===== config.mk =====
export PLATFORM = sky130hd
export DESIGN_NAME = tkps_ctrl
export DESIGN_NICKNAME = d
export VERILOG_FILES = /design/src/sv/tkps_pkg.sv /design/src/sv/tkps_ctrl.sv
export SDC_FILE = /design/constraint.sdc
export NUM_CORES = 1
export LEC_CHECK = 0
export BUFFER_PORTS_ARGS = -buffer_cell sky130_fd_sc_hd__buf_2
export CAP_MARGIN = 10
export CELL_PAD_IN_SITES_DETAIL_PLACEMENT = 0
export CELL_PAD_IN_SITES_GLOBAL_PLACEMENT = 1
export CORE_ASPECT_RATIO = 0.7
export CORE_MARGIN = 5
export CORE_UTILIZATION = 25
export CTS_CLUSTER_SIZE = 10
export DETAILED_ROUTE_END_ITERATION = 12
export PLACE_DENSITY_LB_ADDON = 0.25
export SETUP_SLACK_MARGIN = 0.2
export SYNTH_ARGS = -nofsm -noshare
export SYNTH_HDL_FRONTEND = slang
export SYNTH_SLANG_ARGS = --single-unit
export TNS_END_PERCENT = 30

===== constraint.sdc =====
create_clock -name i_clk -period 1.8 [get_ports i_clk]
set_clock_uncertainty 0.15 [all_clocks]
set_input_delay 0.18 -clock i_clk [delete_from_list [all_inputs] [get_ports i_clk]]
set_output_delay 0.18 -clock i_clk [all_outputs]
set_load 0.05 [all_outputs]

===== src/sv/tkps_pkg.sv =====
// ----------------------------------------------------------------------------
// Token sampler package
// Shared types, register indexes, operation codes and constant tables for the
// top-k / top-p temperature token sampler.
// ----------------------------------------------------------------------------
`default_nettype none

package tkps_pkg;

    // Field widths of the transaction payloads and configuration port.
    localparam int LOGIT_W    = 16;
    localparam int TOKEN_W    = 12;
    localparam int KEPT_W     = 13;
    localparam int TOPK_W     = 13;
    localparam int TOPP_W     = 17;
    localparam int TEMP_W     = 16;
    localparam int DRAW_W     = 16;
    localparam int CFG_IDX_W  = 2;
    localparam int CFG_DATA_W = 17;

    // Configuration register indexes.
    localparam logic [CFG_IDX_W-1:0] REG_TOP_K = 2'd0;
    localparam logic [CFG_IDX_W-1:0] REG_TOP_P = 2'd1;
    localparam logic [CFG_IDX_W-1:0] REG_TEMP  = 2'd2;

    // Fixed-point constants.
    localparam logic [TOPP_W-1:0] P_ONE      = 17'd65536;
    localparam logic [16:0]       LOG2E_Q16  = 17'd94548;
    localparam logic [TOPK_W-1:0] TOPK_RESET = 13'd0;
    localparam logic [TEMP_W-1:0] TEMP_RESET = 16'd256;

    // Step counts of the multi-cycle units.
    localparam int DIV_STEPS = 34;
    localparam int EXP_STEPS = 16;
    localparam int MUL_STEPS = 17;

    // Input and output transaction payloads.
    typedef struct packed {
        logic signed [LOGIT_W-1:0] logit_value;
        logic                      is_last;
        logic [DRAW_W-1:0]         uniform_draw;
    } t_in_item;

    typedef struct packed {
        logic [TOKEN_W-1:0] token_index;
        logic [KEPT_W-1:0]  kept_count;
        logic               overflow;
    } t_out_item;

    // Controller states.
    typedef enum logic [3:0] {
        ST_LOAD, ST_SETUP, ST_SCAN, ST_MULT, ST_DIV, ST_EXP, ST_STORE,
        ST_PMUL, ST_PSCAN, ST_DMUL, ST_DSCAN, ST_RESULT
    } t_state;

    // Datapath operations.
    typedef enum logic [3:0] {
        OP_LOAD, OP_SETUP, OP_SCAN, OP_MULT, OP_DIV, OP_EXP, OP_STORE,
        OP_PMUL, OP_PSCAN, OP_DMUL, OP_DSCAN, OP_RESULT
    } t_op;

    // Controller to datapath.
    typedef struct packed {
        t_op  op;
        logic first;
        logic take;
    } t_cmd;

    // Datapath to controller.
    typedef struct packed {
        logic done;
        logic greedy;
        logic use_p;
        logic more;
        logic out_free;
    } t_status;

    typedef logic [15:0][31:0] t_exp_tab;

    // Integer square root of a 64-bit value, used only at elaboration.
    function automatic logic [63:0] isqrt64(input logic [63:0] x);
        logic [63:0] v;
        logic [63:0] r;
        logic [63:0] b;
        v = x;
        r = '0;
        b = 64'h4000_0000_0000_0000;
        for (int i = 0; i < 32; i++) begin
            if (v >= r + b) begin
                v = v - (r + b);
                r = (r >> 1) + b;
            end else begin
                r = r >> 1;
            end
            b = b >> 2;
        end
        return r;
    endfunction

    // Table of 2^(-2^-j), j = 1..16, in Q0.32 by repeated square roots.
    function automatic t_exp_tab build_exp_tab();
        t_exp_tab    t;
        logic [63:0] c;
        c = 64'h8000_0000;
        for (int i = 0; i < 16; i++) begin
            c = isqrt64(c << 32);
            t[i] = c[31:0];
        end
        return t;
    endfunction

    localparam t_exp_tab EXP_TAB = build_exp_tab();

endpackage

`default_nettype wire


===== src/sv/tkps_ctrl.sv =====
// ----------------------------------------------------------------------------
// Token sampler controller
// Sequences loading, ranking, weighting, nucleus cut and the final draw.
// ----------------------------------------------------------------------------
`default_nettype none

module tkps_ctrl (
    input  wire logic              i_clk,
    input  wire logic              i_rst_n,
    input  wire logic              i_in_valid,
    input  wire logic              i_in_last,
    input  wire tkps_pkg::t_status i_status,
    output      tkps_pkg::t_cmd    o_cmd,
    output      logic              o_in_ready
);

    import tkps_pkg::*;

    t_state r_state;
    t_state n_state;
    logic   r_first;

    // State register; the first flag marks the opening cycle of a state.
    always_ff @(posedge i_clk) begin
        if (!i_rst_n) begin
            r_state <= ST_LOAD;
            r_first <= 1'b1;
        end else begin
            r_state <= n_state;
            r_first <= (n_state != r_state);
        end
    end

    // Next state.
    always_comb begin
        n_state = r_state;
        case (r_state)
            ST_LOAD:   if (i_in_valid && i_in_last) n_state = ST_SETUP;
            ST_SETUP:  n_state = ST_SCAN;
            ST_SCAN: begin
                if (i_status.done) begin
                    n_state = i_status.greedy ? ST_RESULT : ST_MULT;
                end
            end
            ST_MULT:   n_state = ST_DIV;
            ST_DIV:    if (i_status.done) n_state = ST_EXP;
            ST_EXP:    if (i_status.done) n_state = ST_STORE;
            ST_STORE: begin
                if (i_status.more) begin
                    n_state = ST_SCAN;
                end else begin
                    n_state = i_status.use_p ? ST_PMUL : ST_DMUL;
                end
            end
            ST_PMUL:   if (i_status.done) n_state = ST_PSCAN;
            ST_PSCAN:  if (i_status.done) n_state = ST_DMUL;
            ST_DMUL:   if (i_status.done) n_state = ST_DSCAN;
            ST_DSCAN:  if (i_status.done) n_state = ST_RESULT;
            ST_RESULT: if (i_status.out_free) n_state = ST_LOAD;
            default:   n_state = ST_LOAD;
        endcase
    end

    // Commands to the datapath.
    always_comb begin
        o_in_ready  = (r_state == ST_LOAD);
        o_cmd.first = r_first;
        o_cmd.take  = o_in_ready && i_in_valid;
        case (r_state)
            ST_LOAD:   o_cmd.op = OP_LOAD;
            ST_SETUP:  o_cmd.op = OP_SETUP;
            ST_SCAN:   o_cmd.op = OP_SCAN;
            ST_MULT:   o_cmd.op = OP_MULT;
            ST_DIV:    o_cmd.op = OP_DIV;
            ST_EXP:    o_cmd.op = OP_EXP;
            ST_STORE:  o_cmd.op = OP_STORE;
            ST_PMUL:   o_cmd.op = OP_PMUL;
            ST_PSCAN:  o_cmd.op = OP_PSCAN;
            ST_DMUL:   o_cmd.op = OP_DMUL;
            ST_DSCAN:  o_cmd.op = OP_DSCAN;
            ST_RESULT: o_cmd.op = OP_RESULT;
            default:   o_cmd.op = OP_LOAD;
        endcase
    end

endmodule

`default_nettype wire


Yosys cells after proc, flatten, opt, wreduce, memory -nomap -nowiden
Memories as Yosys holds them, arrays and structs flattened. A register that Yosys moved wholly into a read port is not among the register bits. Index checks and enable logic that the tools add are counted. W data, S select, Z words.

Register bits: 5. Bits in latches: 0. RAM bits: 0. Bits in read-only memories: 64. Input port bits: 9. Output and inout bits: 7. Word-level logic and storage cells: 32. Memories: 1.

Add/subtract/negate cells: 0. $mul: 0. Div/mod/pow operators: 0. Magnitude comparators: 0. Eq/ne operators: 12. Shift-type cells: 0. Muxes and demuxes: 14. Bitwise gates (word level): 0. Reduce and logical (&&, ||, !) cells: 3.

Memory list: (no name shown) (depth 16, width 4, read ports 1, clocked after Yosys merged registers in 1, wr ports 0, RTL line tkps_ctrl.sv:69) `case (r_state)`.

Operators with widths (count): $mux W4 (13); $pmux W4 S12 (1); $eq A4 B3 Y1 const B (4); $eq A4 B4 Y1 const B (4); $eq A4 B2 Y1 const B (2); $eq A4 B1 Y1 const B (1); $logic_not A4 Y1 (1); $ne A4 B4 Y1 (1); $logic_and A1 B1 Y1 (2).

Logic depth before layout (Yosys ltp)
Gate-level depths: netlist (run 1).

Depth in word-level cells: 4. Mapped depth: 5. Depth with buffers taken out: 4.

Worst setup path before layout (run 1)
No wires, ideal clock.

Kind: register to register. Start point: register r_state[2]. End point: register, netlist name o_cmd[2]. Setup time: 70 ps. Arrival time: 2291 ps. Required time: 1580 ps. Setup slack: -710 ps. Cell stages (with the launch flop): 6. Buffers on the path: 1. Period minus slack after synthesis: 2510 ps. Cells stage by stage: dfxtp_1 > buf_4 > nor4_2 > and2_1 > nand2_1 > a21oi_1.

Longest elaborated chain between the ends: 3. Elaborated cells between the ends (all ways): 23. Those cells by class: 11 x eq/ne; 11 x mux; 1 x reduce/logical.

Ends and longest elaborated chain: start, declared (RTL line tkps_ctrl.sv:19) `t_state r_state;`; start signal, assigned (RTL line tkps_ctrl.sv:29) `r_state <= n_state;`; $logic_not A4 Y1; via o_in_ready (RTL line tkps_ctrl.sv:14) `output logic o_in_ready`; $pmux W4 S12 (RTL line tkps_ctrl.sv:37) `case (r_state)`; $mux W4 (no source line).

The timed path passes the listed nets, and every way through them passes these cells. A chain may end at the register's enable or synchronous reset.

==> flow_metrics.tcl, run 1 <==
set metrics [dict create \
    setup_viol 0 \
    path_cells "buf_6 > nor4_4 > and2_4 > buf_8" \
    synth_area_per_cell_um2 8.62 \
    min_path_type "in -> reg" \
    r2r.worst_path.cells 5 \
    swShare_pct 34.0 \
    worst_pin_slew_ns 0.422 \
    grt_pass1_vias 572 \
    combinationalPowerShare_pct 36.2 \
    synth.net_count 74 \
    yosys.area.top_type "dfxtp_1" \
    cts_num_sinks 9 \
    crit_arrival_ns 1.36 \
    grt_usage_pct 10.6 \
    final_common_cell "buf_2" \
    p_seq_share_pct 38.0 \
    firstDrtPassIters 3 \
    nets 100 \
    route.detailed.drc 0 \
    path_max_fanout 3 \
    cts_root_buf "clkbuf_4" \
    period_share_pct 94.1 \
    grt_pass1_wl_um 2640 \
    drt_iter0_drc 6 \
    synth.distinct_cells 31 \
    cts_tree "built" \
    ctsHtreeMaxLevel 1 \
    crit_cells 4 \
    yosysWarnings 0 \
    start_kind "register" \
    final_max_slew_viol_count 0 \
    vias_per_cell 4.85 \
    clk_pin_slew_ns 0.06 \
    wirelength_um 1590 \
    critPathKind "reg -> out" \
    max_cap_violations 0 \
    cts_hold_buf 0 \
    ff_latch_area_um2 186 \
    cts-buffers-inserted 3 \
    final_cell_area_um2 806 \
    dieArea_um2 3300 \
    antenna_found_initial 0 \
    multi_input_area_um2 355 \
    status "finished clean" \
    die_h_um 49.6 \
    synth_top_area_share_pct 32.1 \
    critPathMaxStageDelay_ns 0.35 \
    fillCellCount 238 \
    ant_nets 0 \
    crit_path_end "o_cmd[0]" \
    p_int_uw 386 \
    rows 14 \
    clk_latency_ns 0.26 \
    synth_cells 65 \
    ys_seq_elements 9 \
    max-slew-margin-rel_pct 71.2 \
    syn2layout_area_growth_pct 43.7 \
    critPathBufInv 2 \
    r2r-start "r_state[2]" \
    coreArea_um2 2140 \
    hold_depth 3 \
    grt_max_degree 14 \
    r2r-end "r_first" \
    port_buffers 15 \
    startpoint "r_state[2]" \
    placed_area_um2 706 \
    ys_seq_area_share_pct 32.1 \
    hold_viol_final 0 \
    reg2reg_slack_ns 0.18 \
    p_leak_uw 0.000333 \
    rsz0062_at_grt "true" \
    globalRouteOverflowTotal 0 \
    critPathTopFamily "simple AND/OR/NAND/NOR gates" \
    final_cell_mix "buf_2 (13), buf_4 (11), a21oi_1 (8)" \
    peakVddDrop_mv 0.357 \
    place_hpwl_um 1230 \
    start_util_pct 26.2 \
    powerDensity_nw_per_um2 726 \
    die_w_um 66.6 \
    cp-end-kind "primary output" \
    gp_congestion 0.794 \
    num_vias 592 \
    finalCriticalPeriod_ns 1.69 \
    hold_slack_ns 0.0515 \
    clockBufferDepth 2 \
    synthTopCellsByArea "dfxtp_1 (32%), a21oi_1 (7.1%), mux2_2 (6.0%), buf_4 (4.0%), nor4bb_1 (3.6%)" \
    fmax_ghz 0.590 \
    avgRoutedWirePerCell_um 13.0 \
    switchingPower_uw 199 \
    crit_slowest_cell "dfxtp_4" \
    final_layout_size_suffix_gt1_share_pct 46.7 \
    netlist_area_um2 561 \
    ioPinCount 16 \
    cp.required_ns 1.47 \
    power.share.clock_pct 25.8 \
    antennaDiodeCount 0 \
]
## area by class of cell
type,count,share of cell area (%)
Inverter,2,0.932
Timing Repair Buffer,27,23.4
Multi-Input combinational cell,48,44.1
Clock inverter,1,0.621
Tap cell,32,4.97
Sequential cell,9,23.1
Clock buffer,3,2.80
## power by group through the flow
| stage | Clock (uW) | Combinational, uW | Sequential, uW |
|---|---|---|---|
| floorplan | 0 | 119 | 242 |
| global placement | 0 | 180 | 228 |
| detailed placement | 0 | 179 | 229 |
| CTS | 161 | 208 | 223 |
| global route | 171 | 228 | 225 |
| finish | 151 | 212 | 223 |
## registers in the layout, summed over array words and instances (netlist names)
name,cells
o_cmd,4
r_state,4
r_first,1
## metal layers
layer | track usage (%) | vias up | wire length, um
met5 | 0 | - | 0
met4 | 2.03 | 0 | 0
met3 | 5.68 | 0 | 120
met2 | 16.3 | 15 | 731
met1 | 13.2 | 277 | 737
li1 | - | 300 | -
## per-stage QoR
| step | setup slack (ns) | TNS [ns] | utilization [%] | power [uW] | cells |
|---|---|---|---|---|---|
| finish | 0.106 | 0 | 37.7 | 585 | 122 |
| global route | 0.0217 | 0 | 37.7 | 624 | 122 |
| CTS | 0.0703 | 0 | 37.0 | 592 | 121 |
| detailed placement | 0.0817 | 0 | 33.0 | 408 | 113 |
| global placement | 0.139 | 0 | 33.0 | 409 | 113 |
| floorplan | -0.0667 | -0.140 | - | 361 | 65 |
## worst min-delay path, stage by stage
cell     delay (ns)
buf_2          0.11
nand2_2        0.07
a21oi_1        0.05
## cell usage after synthesis
| master | instances |
|---|---|
| and3b_1 | 2 |
| nor4_1 | 1 |
| o2111ai_1 | 1 |
| o32ai_1 | 1 |
| nor2b_1 | 2 |
| inv_1 | 1 |
| a41oi_1 | 1 |
| buf_2 | 3 |
| dfxtp_1 | 9 |
| nand3_1 | 1 |
| a2bb2oi_1 | 1 |
| mux2_2 | 3 |
| nor4bb_1 | 2 |
| inv_2 | 1 |
| nor4_2 | 1 |
| a21oi_1 | 8 |
| a22oi_1 | 1 |
| and2_1 | 1 |
| o21bai_1 | 1 |
| nand2b_1 | 3 |
| a31oi_1 | 3 |
| o21ai_1 | 3 |
| a2111oi_0 | 2 |
| nor4b_1 | 1 |
| nor2_1 | 3 |
| and4_1 | 1 |
| nand2_1 | 2 |
| a211o_1 | 1 |
| buf_4 | 3 |
| a21boi_1 | 1 |
| o22a_1 | 1 |
## worst min-delay path by stage
| stage | from | to | slack [ns] |
|---|---|---|---|
| 2_1_floorplan | i_in_last | o_cmd[2] | 0.18 |
| 3_3_place_gp | i_in_last | r_state[0] | 0.31 |
| 3_5_place_dp | i_in_last | o_cmd[2] | 0.32 |
| 4_1_cts | i_in_last | o_cmd[2] | 0.04 |
| 5_1_grt | i_in_last | o_cmd[2] | 0.05 |
| 6_report | i_in_last | o_cmd[2] | 0.05 |
## logic make-up (layout without fill, tap and decap cells)
logic type | Yosys count | in the layout | synth area share (%)
AOI/OAI and AO/OA | 25 | 25 | 29.7
and+or+nand+nor | 20 | 20 | 24.1
DFF | 9 | 9 | 32.1
buffers and inverters | 8 | 33 | 8.03
muxes | 3 | 3 | 6.03
## what timing repair did
action	4_1_cts	5_1_grt
endpoints found under the hold margin	0	0
pin swaps	2	0
buffers inserted	4	1
setup endpoints to repair	7	7
gates resized for setup	9	2
(Power assumes the default switching activity.)
==> run 2: changes to the inputs <==
- CAP_MARGIN: 10 -> not set
- CELL_PAD_IN_SITES_DETAIL_PLACEMENT: 0 -> 2
- CELL_PAD_IN_SITES_GLOBAL_PLACEMENT: 1 -> 2
- clock period: 1.8 -> 1.35 ns (I/O delays scaled with it)
==> run 2 against run 1 <==
Against the previous run:
- the run now ends with setup timing left
- combinational power rose by 70%
- design area rose by 26%
- total power rose by 51%
- critical path depth did not move
- hold slack improved by 0.015 ns
- global-route usage rose by 6.9 points
- critical path type unchanged
- critical endpoint unchanged
- highest routed layer is now met4
==> flow_metrics.tcl, run 2 (synthesis gave the netlist of run 1 again) <==
set metrics [dict create \
    status "complete, but fails checks" \
    violations "setup timing" \
    final_max_slew_viol_count 0 \
    max-slew-margin-rel_pct 80.0 \
    coreArea_um2 2140 \
    peakVddDrop_mv 0.361 \
    die_h_um 49.6 \
    grt_pass1_wl_um 4250 \
    antennaDiodeCount 0 \
    vias_per_cell 5.06 \
    gp_congestion 0.768 \
    ioPinCount 16 \
    fin_ws_ns -0.328 \
    syn2layout_area_growth_pct 81.5 \
    clk_latency_ns 0.28 \
    period_share_pct 124 \
    final_cell_mix "buf_4 (17), buf_2 (9), clkbuf_4 (6)" \
    antenna_found_initial 0 \
    p_leak_uw 0.000396 \
    hold_viol_final 0 \
    final-instance-count-excl-fill 132 \
    cp-end-kind "primary output" \
    num_vias 668 \
    fin_util_pct 47.6 \
    clockBufferDepth 2 \
    cts_root_buf "clkbuf_4" \
    cts_tree "built" \
    final_common_cell "buf_4" \
    path_max_fanout 10 \
    cts_num_sinks 9 \
    setup_tns_ns -2.34 \
    dieArea_um2 3300 \
    fmax_ghz 0.596 \
    place_hpwl_um 1660 \
    start_util_pct 26.2 \
    wirelength_um 2600 \
    grt_usage_pct 17.5 \
    grt_max_degree 11 \
    route.detailed.drc 0 \
    ant_nets 0 \
    nets 110 \
    fillCellCount 242 \
    port_buffers 15 \
    rows 14 \
    firstDrtPassIters 2 \
    rsz0062_at_grt "true" \
    crit_arrival_ns 1.39 \
    avgRoutedWirePerCell_um 19.7 \
    die_w_um 66.6 \
    grt_pass1_vias 782 \
    setup_viol 9 \
    cts-buffers-inserted 3 \
    final_layout_size_suffix_gt1_share_pct 64.0 \
    ctsHtreeMaxLevel 1 \
    clk_pin_slew_ns 0.08 \
    worst_pin_slew_ns 0.292 \
    min_path_type "in -> reg" \
    powerDensity_nw_per_um2 870 \
    finalCriticalPeriod_ns 1.68 \
    cp.required_ns 1.07 \
    placed_cells 122 \
    globalRouteOverflowTotal 0 \
    critPathKind "reg -> out" \
    max_cap_violations 0 \
    start_kind "register" \
    drt_iter0_drc 6 \
]
==> run 2: changes by cell type in the layout (fill, tap and decap cells not counted), sizes merged <==
cell / before / now
buf: 27 / 33
clkbuf: 3 / 7
clkinv: 1 / 0
dlygate4sd3: 0 / 1
==> run 2: per-layer routing <==
metal  global-route usage [%]  part of all wire, %
met5                        0                    0
met4                     5.07                  1.0
met3                     5.68                  3.5
met2                     29.6                   50
met1                     20.9                   45
==> run 2: worst max-delay path, cell delays in order, from the launching register on <==
cell     delay, ns
dfxtp_4       0.37
buf_6         0.14
nor4_4        0.25
and2_4        0.21
buf_8         0.14
==> run 2: path summary, 6_finish.rpt <==
check | start | end | slack (ns) | depth (start not counted)
hold / removal | i_rst_n | o_cmd[4] | 0.07 | 3
hold reg to reg | r_state[1] | r_first | 0.52 | 2
setup / recovery | r_state[1] | o_cmd[0] | -0.33 | 4
setup reg to reg | r_state[3] | r_state[1] | -0.31 | 7
==> run 2: per-stage QoR <==
stage / area, um^2 / hold slack (ns) / worst slack, ns / power, uW
2_1_floorplan: 582 / 0.136 / -0.517 / 482
3_3_place_gp: 773 / 0.268 / -0.267 / 565
3_5_place_dp: 773 / 0.279 / -0.314 / 573
4_1_cts: 940 / 0.0365 / -0.334 / 844
5_1_grt: 1020 / 0.0651 / -0.398 / 941
6_report: 1020 / 0.0663 / -0.328 / 885
==> run 2: what timing repair did <==
| action | 4_1_cts | 5_1_grt |
|---|---|---|
| gates resized for setup | 27 | 16 |
| hold endpoints to repair | 2 | 0 |
| setup buffers | 3 | 2 |
| cloned | 0 | 0 |
| endpoints found under the setup margin | 12 | 16 |
| pin swaps | 12 | 6 |
| hold buffers | 1 | 0 |
==> run 2: final cells by class <==
type | count | area [um^2] | share of cell area, %
inverters | 2 | 7.51 | 0.738
flip-flops and latches | 9 | 193 | 18.9
repair buffers | 37 | 292 | 28.7
multi-input cells | 48 | 459 | 45.1
clock buffers | 4 | 26.3 | 2.58
well taps | 32 | 40.0 | 3.94
==> run 2: power breakdown <==
| group | total (uW) | internal, uW | switching, uW |
|---|---|---|---|
| Sequential | 295 | 281 | 14.4 |
| Clock | 231 | 114 | 116 |
| Combinational | 360 | 160 | 200 |
==> run 3: changes to the inputs <==
--- a/config.mk
+++ b/config.mk
@@ -13,2 +13,3 @@
 export CORE_UTILIZATION = 25
+export CTS_BUF_LIST = sky130_fd_sc_hd__clkbuf_8
 export CTS_CLUSTER_SIZE = 10
==> constraint.sdc (replaced) <==
create_clock -name i_clk -period 1.35 [get_ports i_clk]
set_clock_uncertainty 0.15 [all_clocks]
set_input_delay 0.3375 -clock i_clk [delete_from_list [all_inputs] [get_ports i_clk]]
set_output_delay 0.3375 -clock i_clk [all_outputs]
set_load 0.05 [all_outputs]
==> run 3 against run 2 <==
Against the previous run:
- the run still ends with setup timing left
- sequential power up 3%
- non-clock buffer count down 1
- register-to-register slack worse by 0.02 ns
- die area unchanged
- total power up 12%
- design area up 6.3%
- first-iteration DRC count rose to 2.8 times the previous value
- utilization up 3.0 points
- hold slack better by 0.21 ns
- largest cell class unchanged
- highest routed layer unchanged
==> flow_metrics.tcl, run 3 (synthesis gave the netlist of run 1 again) <==
set metrics [dict create \
    status "complete, but fails checks" \
    violations "setup timing" \
    peakVddDrop_mv 0.472 \
    globalRouteOverflowTotal 0 \
    nets 109 \
    grt_pass1_wl_um 4520 \
    wirelength_um 2880 \
    period_share_pct 128 \
    p_leak_uw 0.000426 \
    avgRoutedWirePerCell_um 21.9 \
    critPathTopFamily "simple AND/OR/NAND/NOR gates" \
    start_util_pct 26.2 \
    place_hpwl_um 1840 \
    final_cell_mix "buf_4 (17), buf_2 (8), buf_6 (8)" \
    cp-end-kind "primary output" \
    clk_pin_slew_ns 0.05 \
    grt_usage_pct 19.1 \
    final_max_slew_viol_count 0 \
    rows 14 \
    start_kind "register" \
    critPathKind "reg -> out" \
    finalCriticalPeriod_ns 1.72 \
    cp.required_ns 0.86 \
    max-slew-margin-rel_pct 77.1 \
    ant_nets 0 \
    die_w_um 66.6 \
    placed_cells 123 \
    hold_viol_final 0 \
    clk_latency_ns 0.24 \
    final-instance-count-excl-fill 131 \
    worst_pin_slew_ns 0.343 \
    drt_iter0_drc 17 \
    cts_num_sinks 9 \
    critPathBufInv 1 \
    cts_tree "built" \
    grt_pass1_vias 798 \
    route.detailed.drc 0 \
    path_cells "nor4_4 > and2_4 > buf_8" \
    powerDensity_nw_per_um2 918 \
    critPathMaxStageDelay_ns 0.36 \
    clockBufferDepth 2 \
    setup_viol 9 \
    cts_root_buf "clkbuf_8" \
    rsz0062_at_grt "true" \
    fin_ws_ns -0.372 \
    dieArea_um2 3300 \
    die_h_um 49.6 \
    antennaDiodeCount 0 \
    ioPinCount 16 \
    ctsHtreeMaxLevel 1 \
    crit_slowest_cell "dfxtp_4" \
    fillCellCount 237 \
    port_buffers 15 \
    setup_tns_ns -1.87 \
    path_max_fanout 4 \
    antenna_found_initial 0 \
    fin_util_pct 50.6 \
    report.power.total_uw 992 \
    final_layout_size_suffix_gt1_share_pct 66.7 \
    gp_congestion 0.762 \
    grt_max_degree 9 \
    cts-buffers-inserted 3 \
    coreArea_um2 2140 \
    final_common_cell "buf_4" \
    min_path_type "in -> reg" \
    max_cap_violations 0 \
    crit_arrival_ns 1.23 \
    num_vias 679 \
    vias_per_cell 5.18 \
    syn2layout_area_growth_pct 92.9 \
    firstDrtPassIters 3 \
    fmax_ghz 0.581 \
]
run 3: cell types whose count changed in the layout (fill, tap and decap cells not counted), moves of 2 or more:
cell      previous run  this run
buf_6                5         8
clkbuf_8             0         3
o21ai_2              0         2
o21ai_1              3         0
clkbuf_4             6         0
run 3: routing by layer:
metal,vias to the layer above,part of all wire [%],global-route usage (%)
met5,-,0,0
met4,0,4.9,11.1
met1,325,45,23.1
met2,23,48,31.3
li1,317,-,-
met3,14,2.8,3.64
run 3: worst reg2reg max path: cells and delay by family, from the launching register on:
kind	cells	cell delay (ns)
AOI/OAI and AO/OA	2	0.35
buffers and inverters	1	0.14
DFF	1	0.36
muxes	2	0.60
run 3: path summary, 6_finish.rpt:
| path | slack (ns) | cells past startpoint | end | from |
|---|---|---|---|---|
| worst max register to register | -0.33 | 5 | r_state[0] | r_state[1] |
| worst max-delay path | -0.37 | 3 | o_cmd[0] | r_state[1] |
| worst min-delay path | 0.28 | 3 | r_first | i_rst_n |
| worst min register to register | 0.51 | 2 | r_state[2] | r_state[3] |
run 3: through the flow:
step	hold WS [ns]	setup slack [ns]	cell area, um^2
2_1_floorplan	0.346	-0.610	579
3_3_place_gp	0.490	-0.324	778
3_5_place_dp	0.515	-0.456	778
4_1_cts	0.292	-0.349	1050
5_1_grt	0.297	-0.417	1080
6_report	0.281	-0.372	1080
run 3: report_power, final:
group          internal [uW]  switching [uW]  leakage, uW
registers                281            21.4    0.0000765
logic                    171             205     0.000323
clock network            199             115    0.0000269
run 3: repair_timing:
action                     CTS  global route
gates cloned                 0             0
setup endpoints to repair   16            16
pin swaps                   10             0
hold buffers                 0             0
gates resized for setup     48             6
setup buffers                4             0
run 3: area by class of cell:
cell class,instances,area [um^2],area share (%)
well taps,32,40.0,3.70
multi-input cells,48,490,45.4
flip-flops and latches,9,195,18.1
inverters,2,7.51,0.694
clock inverters,1,3.75,0.347
repair buffers,36,303,28.0
clock buffers,3,41.3,3.82
